`src/design/ntdrw_pkg.sv`:
```
`timescale 1ns / 1ps
`default_nettype none
package ntdrw_pkg;

  // Display geometry and field widths
  localparam int MAX_DIGITS = 8;
  localparam int POS_W      = (MAX_DIGITS > 1) ? $clog2(MAX_DIGITS) : 1;
  localparam int CFG_IDX_W  = 2;

  // Driver register addresses
  localparam logic [3:0] ADDR_DECODE     = 4'd9;
  localparam logic [3:0] ADDR_INTENSITY  = 4'd10;
  localparam logic [3:0] ADDR_SCAN_LIMIT = 4'd11;
  localparam logic [3:0] ADDR_SHUTDOWN   = 4'd12;

  // Control bytes and digit codes
  localparam logic [7:0] DECODE_ALL  = 8'hFF;
  localparam logic [7:0] WAKE_UP     = 8'h01;
  localparam logic [3:0] BLANK_CODE  = 4'hF;
  localparam logic [3:0] MAX_LEN     = 4'(MAX_DIGITS);

  // Configuration register indexes
  localparam logic [CFG_IDX_W-1:0] CFG_INTENSITY   = 2'd0;
  localparam logic [CFG_IDX_W-1:0] CFG_DIGIT_COUNT = 2'd1;

  // Commands
  localparam logic CMD_INIT = 1'b0;
  localparam logic CMD_SHOW = 1'b1;

  // Divide by ten: floor(q * RECIP10 / 2^RECIP_SHIFT) == q / 10 for any 32-bit q
  localparam logic [31:0] RECIP10     = 32'hCCCC_CCCD;
  localparam int          RECIP_SHIFT = 35;

  typedef struct packed {
    logic        cmd;
    logic [31:0] value;
    logic [3:0]  decimal_places;
    logic [3:0]  field_length;
  } in_word_t;

  typedef struct packed {
    logic [3:0] reg_address;
    logic [7:0] reg_data;
    logic       last_write;
  } out_word_t;

  typedef enum logic [2:0] {
    S_IDLE,
    S_INIT_DEC,
    S_INIT_INT,
    S_INIT_SCAN,
    S_INIT_SHUT,
    S_DIV,
    S_DIGIT
  } state_t;

  typedef enum logic [2:0] {
    EMIT_DECODE,
    EMIT_INTENSITY,
    EMIT_SCAN,
    EMIT_SHUTDOWN,
    EMIT_DIGIT
  } emit_sel_t;

  // Controller to datapath
  typedef struct packed {
    logic      load;
    logic      mul;
    logic      emit_en;
    emit_sel_t emit_sel;
  } ctl_cmd_t;

  // Datapath to controller
  typedef struct packed {
    logic in_show;
    logic in_len_zero;
    logic slot_free;
    logic last_digit;
  } dp_status_t;

endpackage
`default_nettype wire

```
`src/design/ntdrw_ctrl.sv`:
```
`timescale 1ns / 1ps
`default_nettype none
module ntdrw_ctrl (
  input  wire                 clk,
  input  wire                 rst,
  input  wire                 in_valid,
  output logic                in_stall,
  input  ntdrw_pkg::dp_status_t sts,
  output ntdrw_pkg::ctl_cmd_t   cmd,
  output ntdrw_pkg::state_t     state
);
  import ntdrw_pkg::*;

  state_t state_next;

  // Hold state
  always_ff @(posedge clk) begin
    if (rst) begin
      state <= S_IDLE;
    end else begin
      state <= state_next;
    end
  end

  // Next state
  always_comb begin
    state_next = state;
    case (state)
      S_IDLE: begin
        if (in_valid) begin
          if (!sts.in_show) begin
            state_next = S_INIT_DEC;
          end else if (!sts.in_len_zero) begin
            state_next = S_DIV;
          end
        end
      end
      S_INIT_DEC: begin
        if (sts.slot_free) state_next = S_INIT_INT;
      end
      S_INIT_INT: begin
        if (sts.slot_free) state_next = S_INIT_SCAN;
      end
      S_INIT_SCAN: begin
        if (sts.slot_free) state_next = S_INIT_SHUT;
      end
      S_INIT_SHUT: begin
        if (sts.slot_free) state_next = S_IDLE;
      end
      S_DIV: begin
        state_next = S_DIGIT;
      end
      S_DIGIT: begin
        if (sts.slot_free) begin
          state_next = sts.last_digit ? S_IDLE : S_DIV;
        end
      end
      default: begin
        state_next = S_IDLE;
      end
    endcase
  end

  // Outputs
  always_comb begin
    in_stall     = 1'b1;
    cmd.load     = 1'b0;
    cmd.mul      = 1'b0;
    cmd.emit_en  = 1'b0;
    cmd.emit_sel = EMIT_DIGIT;
    case (state)
      S_IDLE: begin
        in_stall = 1'b0;
        cmd.load = in_valid;
      end
      S_INIT_DEC: begin
        cmd.emit_en  = sts.slot_free;
        cmd.emit_sel = EMIT_DECODE;
      end
      S_INIT_INT: begin
        cmd.emit_en  = sts.slot_free;
        cmd.emit_sel = EMIT_INTENSITY;
      end
      S_INIT_SCAN: begin
        cmd.emit_en  = sts.slot_free;
        cmd.emit_sel = EMIT_SCAN;
      end
      S_INIT_SHUT: begin
        cmd.emit_en  = sts.slot_free;
        cmd.emit_sel = EMIT_SHUTDOWN;
      end
      S_DIV: begin
        cmd.mul = 1'b1;
      end
      S_DIGIT: begin
        cmd.emit_en  = sts.slot_free;
        cmd.emit_sel = EMIT_DIGIT;
      end
      default: begin
        in_stall = 1'b1;
      end
    endcase
  end

endmodule
`default_nettype wire

```
`src/design/ntdrw_dp.sv`:
```
`timescale 1ns / 1ps
`default_nettype none
module ntdrw_dp (
  input  wire                                 clk,
  input  wire                                 rst,
  input  ntdrw_pkg::in_word_t                 in_data,
  input  wire                                 cfg_write,
  input  wire [ntdrw_pkg::CFG_IDX_W-1:0]      cfg_index,
  input  wire [3:0]                           cfg_data,
  input  ntdrw_pkg::ctl_cmd_t                 cmd,
  output ntdrw_pkg::dp_status_t               sts,
  output logic                                out_valid,
  input  wire                                 out_stall,
  output ntdrw_pkg::out_word_t                out_data
);
  import ntdrw_pkg::*;

  logic [3:0]       intensity;
  logic [3:0]       digit_count;
  logic [31:0]      q;
  logic [31:0]      quot;
  logic [3:0]       len;
  logic [3:0]       places;
  logic [POS_W-1:0] pos;

  logic [3:0]       in_len;
  logic [3:0]       in_places;
  logic [63:0]      prod;
  logic [3:0]       quot10_low;
  logic [3:0]       rem;
  logic [3:0]       dc_clamped;
  logic [3:0]       pos_ext;
  logic [3:0]       code;
  logic             point;
  out_word_t        word;

  // Configuration registers
  always_ff @(posedge clk) begin
    if (rst) begin
      intensity   <= 4'd7;
      digit_count <= MAX_LEN;
    end else if (cfg_write) begin
      case (cfg_index)
        CFG_INTENSITY:   intensity   <= cfg_data;
        CFG_DIGIT_COUNT: digit_count <= cfg_data;
        default: begin
        end
      endcase
    end
  end

  // Clamp field length to the display and places to the field
  always_comb begin
    in_len    = (in_data.field_length > MAX_LEN) ? MAX_LEN : in_data.field_length;
    in_places = (in_data.decimal_places > in_len) ? in_len : in_data.decimal_places;
  end

  // Divide by ten through the reciprocal
  assign prod = {32'd0, q} * {32'd0, RECIP10};

  // Remainder needs only the low nibble: q - 10 * quot is below ten
  always_comb begin
    quot10_low = {quot[0], 3'b000} + {quot[2:0], 1'b0};
    rem        = q[3:0] - quot10_low;
  end

  // Load item, step quotient, advance position
  always_ff @(posedge clk) begin
    if (cmd.load) begin
      q      <= in_data.value;
      len    <= in_len;
      places <= in_places;
      pos    <= '0;
    end else if (cmd.mul) begin
      quot <= 32'(prod >> RECIP_SHIFT);
    end else if (cmd.emit_en && cmd.emit_sel == EMIT_DIGIT) begin
      q   <= quot;
      pos <= pos + POS_W'(1);
    end
  end

  // Digit code with blanking and decimal point
  always_comb begin
    pos_ext    = 4'(pos);
    dc_clamped = (digit_count == 4'd0) ? 4'd1 :
                 (digit_count > MAX_LEN) ? MAX_LEN : digit_count;
    code       = (pos_ext > places && q == 32'd0) ? BLANK_CODE : rem;
    point      = (pos_ext == places) && (places != 4'd0);
  end

  // Select the word to send
  always_comb begin
    word.last_write = 1'b0;
    case (cmd.emit_sel)
      EMIT_DECODE: begin
        word.reg_address = ADDR_DECODE;
        word.reg_data    = DECODE_ALL;
      end
      EMIT_INTENSITY: begin
        word.reg_address = ADDR_INTENSITY;
        word.reg_data    = {4'd0, intensity};
      end
      EMIT_SCAN: begin
        word.reg_address = ADDR_SCAN_LIMIT;
        word.reg_data    = {4'd0, dc_clamped - 4'd1};
      end
      EMIT_SHUTDOWN: begin
        word.reg_address = ADDR_SHUTDOWN;
        word.reg_data    = WAKE_UP;
        word.last_write  = 1'b1;
      end
      EMIT_DIGIT: begin
        word.reg_address = len - pos_ext;
        word.reg_data    = {point, 3'b000, code};
        word.last_write  = sts.last_digit;
      end
      default: begin
        word.reg_address = ADDR_SHUTDOWN;
        word.reg_data    = WAKE_UP;
      end
    endcase
  end

  // Output register: drop the word once taken
  always_ff @(posedge clk) begin
    if (rst) begin
      out_valid <= 1'b0;
    end else if (cmd.emit_en) begin
      out_valid <= 1'b1;
    end else if (!out_stall) begin
      out_valid <= 1'b0;
    end
  end

  always_ff @(posedge clk) begin
    if (cmd.emit_en) begin
      out_data <= word;
    end
  end

  // Status
  always_comb begin
    sts.in_show     = (in_data.cmd == CMD_SHOW);
    sts.in_len_zero = (in_len == 4'd0);
    sts.slot_free   = !out_valid || !out_stall;
    sts.last_digit  = (pos_ext == len - 4'd1);
  end

endmodule
`default_nettype wire

```
`src/design/number_to_digit_register_writes_core.sv`:
```
`timescale 1ns / 1ps
`default_nettype none
// Turns init and show commands into register writes for an eight-digit
// seven-segment display driver. One command is taken at a time: in_stall
// drops only while the block is idle. An init word gives four writes, one a
// cycle when the output is not stalled. A show word gives one write per
// digit position, rightmost first; each digit takes a divide-by-ten
// reciprocal multiply step and then a step that forms the digit and sends
// it, which waits while the output is stalled. A show word with a zero
// field length gives no writes. The last write sits in an output register,
// and a new command is taken while it waits. Configuration writes are always
// taken (cfg_ready is tied high) and should be made only while idle.
module number_to_digit_register_writes_core (
  input  wire                             clk,
  input  wire                             rst,
  input  wire                             in_valid,
  output logic                            in_stall,
  input  ntdrw_pkg::in_word_t             in_data,
  output logic                            out_valid,
  input  wire                             out_stall,
  output ntdrw_pkg::out_word_t            out_data,
  input  wire                             cfg_valid,
  output logic                            cfg_ready,
  input  wire [ntdrw_pkg::CFG_IDX_W-1:0]  cfg_index,
  input  wire [3:0]                       cfg_data
);
  import ntdrw_pkg::*;

  ctl_cmd_t   cmd;
  dp_status_t sts;
  state_t     state;

  assign cfg_ready = 1'b1;

  ntdrw_ctrl u_ctrl (
    .clk      (clk),
    .rst      (rst),
    .in_valid (in_valid),
    .in_stall (in_stall),
    .sts      (sts),
    .cmd      (cmd),
    .state    (state)
  );

  ntdrw_dp u_dp (
    .clk       (clk),
    .rst       (rst),
    .in_data   (in_data),
    .cfg_write (cfg_valid && cfg_ready),
    .cfg_index (cfg_index),
    .cfg_data  (cfg_data),
    .cmd       (cmd),
    .sts       (sts),
    .out_valid (out_valid),
    .out_stall (out_stall),
    .out_data  (out_data)
  );

  // A word is never sent over one still waiting to be taken
  a_no_overwrite: assert property (@(posedge clk) disable iff (rst)
    cmd.emit_en |-> sts.slot_free)
    else $error("write sent while output word still waiting");

  // A command that makes writes closes the input until it is done
  a_busy_after_accept: assert property (@(posedge clk) disable iff (rst)
    (in_valid && !in_stall && !(sts.in_show && sts.in_len_zero)) |=> in_stall)
    else $error("input taken again before command finished");

  // The final digit write returns the controller to idle
  a_last_digit_idle: assert property (@(posedge clk) disable iff (rst)
    (state == S_DIGIT && cmd.emit_en && sts.last_digit) |=> (state == S_IDLE))
    else $error("controller busy after last digit");

  // The sent word carries the last mark exactly when the command ends
  a_last_mark: assert property (@(posedge clk) disable iff (rst)
    cmd.emit_en |=> (out_data.last_write == (state == S_IDLE)))
    else $error("last write mark disagrees with controller");

endmodule
`default_nettype wire
```
`config.mk`:
```
export PLATFORM = sky130hd
export DESIGN_NAME = number_to_digit_register_writes_core
export DESIGN_NICKNAME = d
export VERILOG_FILES = /design/src/design/ntdrw_pkg.sv /design/src/design/ntdrw_ctrl.sv /design/src/design/ntdrw_dp.sv /design/src/design/number_to_digit_register_writes_core.sv
export SDC_FILE = /design/constraint.sdc
export NUM_CORES = 1
export LEC_CHECK = 0
export ABC_AREA = 0
export CAP_MARGIN = 15
export CORE_MARGIN = 10
export CORE_UTILIZATION = 55
export DETAILED_ROUTE_END_ITERATION = 8
export DONT_BUFFER_PORTS = 1
export GPL_TIMING_DRIVEN = 1
export PLACE_DENSITY_LB_ADDON = 0.15
export SLEW_MARGIN = 15
export SYNTH_ARGS = -nofsm -noshare
export SYNTH_HDL_FRONTEND = slang
export SYNTH_SLANG_ARGS = --single-unit
```
`constraint.sdc`:
```
create_clock -name clk -period 7.54 [get_ports clk]
set_input_delay 1.131 -clock clk [delete_from_list [all_inputs] [get_ports clk]]
set_output_delay 1.131 -clock clk [all_outputs]
set_load 0.05 [all_outputs]
```
==> flow_summary.json <==
{
  "ctsRootBufferMaster": "clkbuf_16",
  "r2r_slack_ns": 0.15,
  "dieArea_um2": 47530,
  "wire_per_inst_um": 24.55,
  "die_w_um": 218.0,
  "synth_edf_count": 80,
  "cp.buffers_inverters": 3,
  "hold_buffers": 0,
  "hold_path_end": "u_dp.digit_count[0]",
  "stdcell_area_um2": 23560,
  "synth.cell_area_um2": 21570,
  "dp_hpwl_um": 59740,
  "cts.path.max_buffers": 2,
  "yosysSeqAreaShare": 0.1253,
  "crit_family": "adder cells",
  "area_delta_synth_final_pct": 9.224,
  "slew_headroom": 0.1964,
  "maxSlewViolCount": 0,
  "initialDrtViolationCount": 974,
  "grt_usage": 0.2940,
  "routabilityCongestion": 1.026,
  "min_path_type": "flop to flop",
  "clock_latency_ns": 0.40,
  "worst_clock_skew_ns": 0.01639,
  "antenna_found_initial": 0,
  "setup_viol": 0,
  "status": "finished clean",
  "htree_levels": 3,
  "min_from": "u_dp.digit_count[0]",
  "grt_pass1_vias": 16370,
  "whs_path_depth": 2,
  "cp_max_fo": 6,
  "wl_um": 66950,
  "fin_crit_ns": 7.389,
  "place.port_buffers": 0,
  "rows": 72,
  "yosys_warnings": 0,
  "hold_ws_ns": 0.5253,
  "arrival_ns": 7.53,
  "fin_crit_sh": 0.9800,
  "start_util": 0.5568,
  "synthCells": 2077,
  "async_flop_share": 0,
  "drive_gt1_frac": 0.1069,
  "reg2reg_from": "u_dp.q[1]",
  "coreArea_um2": 38740,
  "cp.required_ns": 7.68,
  "vias_per_cell": 5.542,
  "max-cap-violations": 0,
  "fp.dieH_um": 218.0,
  "drc": 0,
  "worst_path_largest_cell_delay_ns": 0.59,
  "grt_max_degree": 42,
  "clk_pin_slew_ns": 0.09,
  "num_io_pins": 68,
  "final_util": 0.6081,
  "cts_inserted_buffers": 9,
  "crit_top_cell": "fa_1",
  "final_nets": 3023,
  "worstReg2RegEnd": "u_dp.quot[14]",
  "max_freq_mhz": 135.3,
  "grt_overflow": 0,
  "detail-route-antenna-nets": 0,
  "crit_chain": "ha_1 -> xor2_1 -> ha_1 -> or2_2 -> fa_1 -> fa_1 -> fa_1 -> fa_1 -> fa_1 -> inv_1 -> fa_1 -> inv_1 -> ha_1 -> nand4_2 -> nor2_1 -> and3_1 -> nand2_1 -> o211ai_1 -> buf_4 -> o211ai_2 -> a31oi_4 -> a41oi_1 -> xnor2_1",
  "cp_slowest_cell": "fa_1",
  "worstSetupPathType": "flop to flop",
  "ys_types": 77,
  "synth_nets": 2897,
  "ys_seq_elements": 95,
  "hold_viol": 0,
  "start_kind": "flop",
  "dr.pass1.iters": 5,
  "end_kind": "flop",
  "final_cells": 2727,
  "grt_pass1_wl_um": 102000,
  "cts_tree": "done",
  "syn_avg_cell_area_um2": 10.38,
  "post_dp_cell_area_um2": 23010,
  "numClockSinks": 95,
  "num_vias": 15110,
  "place_inst": 2685,
  "worst_slew_pin_slew_ns": 1.205,
  "r2r_cells": 23,
  "ys_dominant_reg_cell": "edfxtp_1"
}
## worst max path at each step
stage / start / to / slack (ns) / cells after the start
3_5_place_dp: u_dp.q[18] / u_dp.quot[21] / -0.07 / 23
2_1_floorplan: u_dp.q[20] / u_dp.quot[25] / 0.87 / 26
6_report: u_dp.q[1] / u_dp.quot[14] / 0.15 / 23
4_1_cts: u_dp.q[19] / u_dp.quot[21] / 0.04 / 23
3_3_place_gp: u_dp.q[18] / u_dp.quot[21] / -0.05 / 23
5_1_grt: u_dp.q[17] / u_dp.quot[14] / -0.02 / 26
## worst reg2reg max path, delay by kind of cell, from the launching register on
family | cells | cell delay [ns]
simple gates | 5 | 0.76
buf+inv | 3 | 0.30
xor+xnor | 2 | 0.65
compound gates | 4 | 0.85
flops | 1 | 0.51
fa+ha+maj | 9 | 4.04
## per-stage QoR
step,setup WS (ns),setup TNS [ns]
2_1_floorplan,0.8745,0
3_3_place_gp,-0.05441,-0.06048
3_5_place_dp,-0.07203,-0.08080
4_1_cts,0.03552,0
5_1_grt,-0.01544,-0.01578
6_report,0.1509,0
## sequential cells by signal (all words and copies together) (netlist names)
signal,count
u_dp.pos,3
u_dp.out_valid,1
u_dp.out_data,11
u_ctrl.state,3
u_dp.quot,29
u_dp.digit_count,4
u_dp.q,32
u_dp.len,4
u_dp.places,4
u_dp.intensity,4
## cells in the mapped netlist (2+ instances only)
library cell | number | area, um^2
inv_1 | 586 | 2200
fa_1 | 388 | 7767
ha_1 | 380 | 4755
edfxtp_1 | 80 | 2402
a21oi_1 | 73 | 365.4
nand2_1 | 69 | 259.0
nor2_1 | 46 | 172.7
xor2_1 | 46 | 402.9
a21o_1 | 44 | 330.3
xnor2_1 | 41 | 359.1
o21ai_0 | 34 | 170.2
mux2_2 | 31 | 349.1
clkbuf_1 | 28 | 105.1
nand4_1 | 16 | 100.1
dfxtp_1 | 15 | 300.3
nor2b_1 | 13 | 81.33
and3_1 | 12 | 75.07
nand3_1 | 12 | 60.06
o21ai_1 | 12 | 60.06
and2_1 | 11 | 68.82
o21a_1 | 10 | 75.07
nor3_1 | 9 | 45.04
o21bai_1 | 8 | 60.06
nand2b_1 | 7 | 43.79
and4_1 | 6 | 52.55
mux2i_1 | 6 | 60.06
a211o_1 | 5 | 43.79
a21oi_2 | 5 | 43.79
a31oi_1 | 5 | 31.28
nor4_1 | 5 | 31.28
a211oi_1 | 4 | 30.03
buf_2 | 4 | 20.02
buf_4 | 4 | 30.03
o211ai_1 | 4 | 30.03
o31ai_1 | 4 | 30.03
or2_2 | 4 | 25.02
a221o_1 | 3 | 30.03
a221oi_1 | 3 | 26.28
a41oi_1 | 2 | 17.52
maj3_1 | 2 | 20.02
nand4b_1 | 2 | 17.52
nor4_2 | 2 | 25.02
o311ai_2 | 2 | 32.53
## repair_timing
item,in CTS,in global routing
endpoints found under the setup margin,4,15
hold endpoints to repair,0,0
gates resized for setup,0,11
pin swaps,0,1
buffers inserted,5,20
## final cells by class
cell class | count | area, um^2
well taps | 518 | 648.1
flip-flops and latches | 95 | 2703
multi-input cells | 1360 | 16560
clock buffers | 9 | 225.2
repair buffers | 151 | 1134
diodes | 1 | 2.502
fillers | 3339 | 15180
inverters | 586 | 2200
clock inverters | 7 | 81.33
## placed cells by master (no fill, tap or decap), drive strengths merged, types with 10 or more instances in the layout
cell type and instances:
ha 380, and2 11, nand3 12, nand2 69
o21a 10, a21o 44, and3 12, edfxtp 80
inv 591, xor2 46, nor2b 14, o21ai 47
mux2 31, xnor2 41, fa 388, dfxtp 15
a21oi 78, buf 151, nor2 46, nand4 17
## metal layers
metal  part of all wire  vias up  track usage
met1               0.41     7675       0.3757
met5                  0        -            0
met2               0.49      512       0.4953
met3              0.057      120      0.04258
li1                   -     6805            -
met4              0.041        0       0.1146
## kinds of logic (layout without fill, tap and decap cells)
| group | after synthesis | after routing | synth area share |
|---|---|---|---|
| xor+xnor | 87 | 87 | 0.03533 |
| compound gates | 241 | 241 | 0.07542 |
| buf+inv | 622 | 753 | 0.1092 |
| simple gates | 224 | 224 | 0.05407 |
| mux | 37 | 37 | 0.01897 |
| other cells | 1 | 2 | 0.0001739 |
| fa+ha+maj | 770 | 770 | 0.5815 |
| flops | 95 | 95 | 0.1253 |
Power is not shown: default switching activity piles up to over one toggle a cycle in this logic, so the estimate is an artifact.
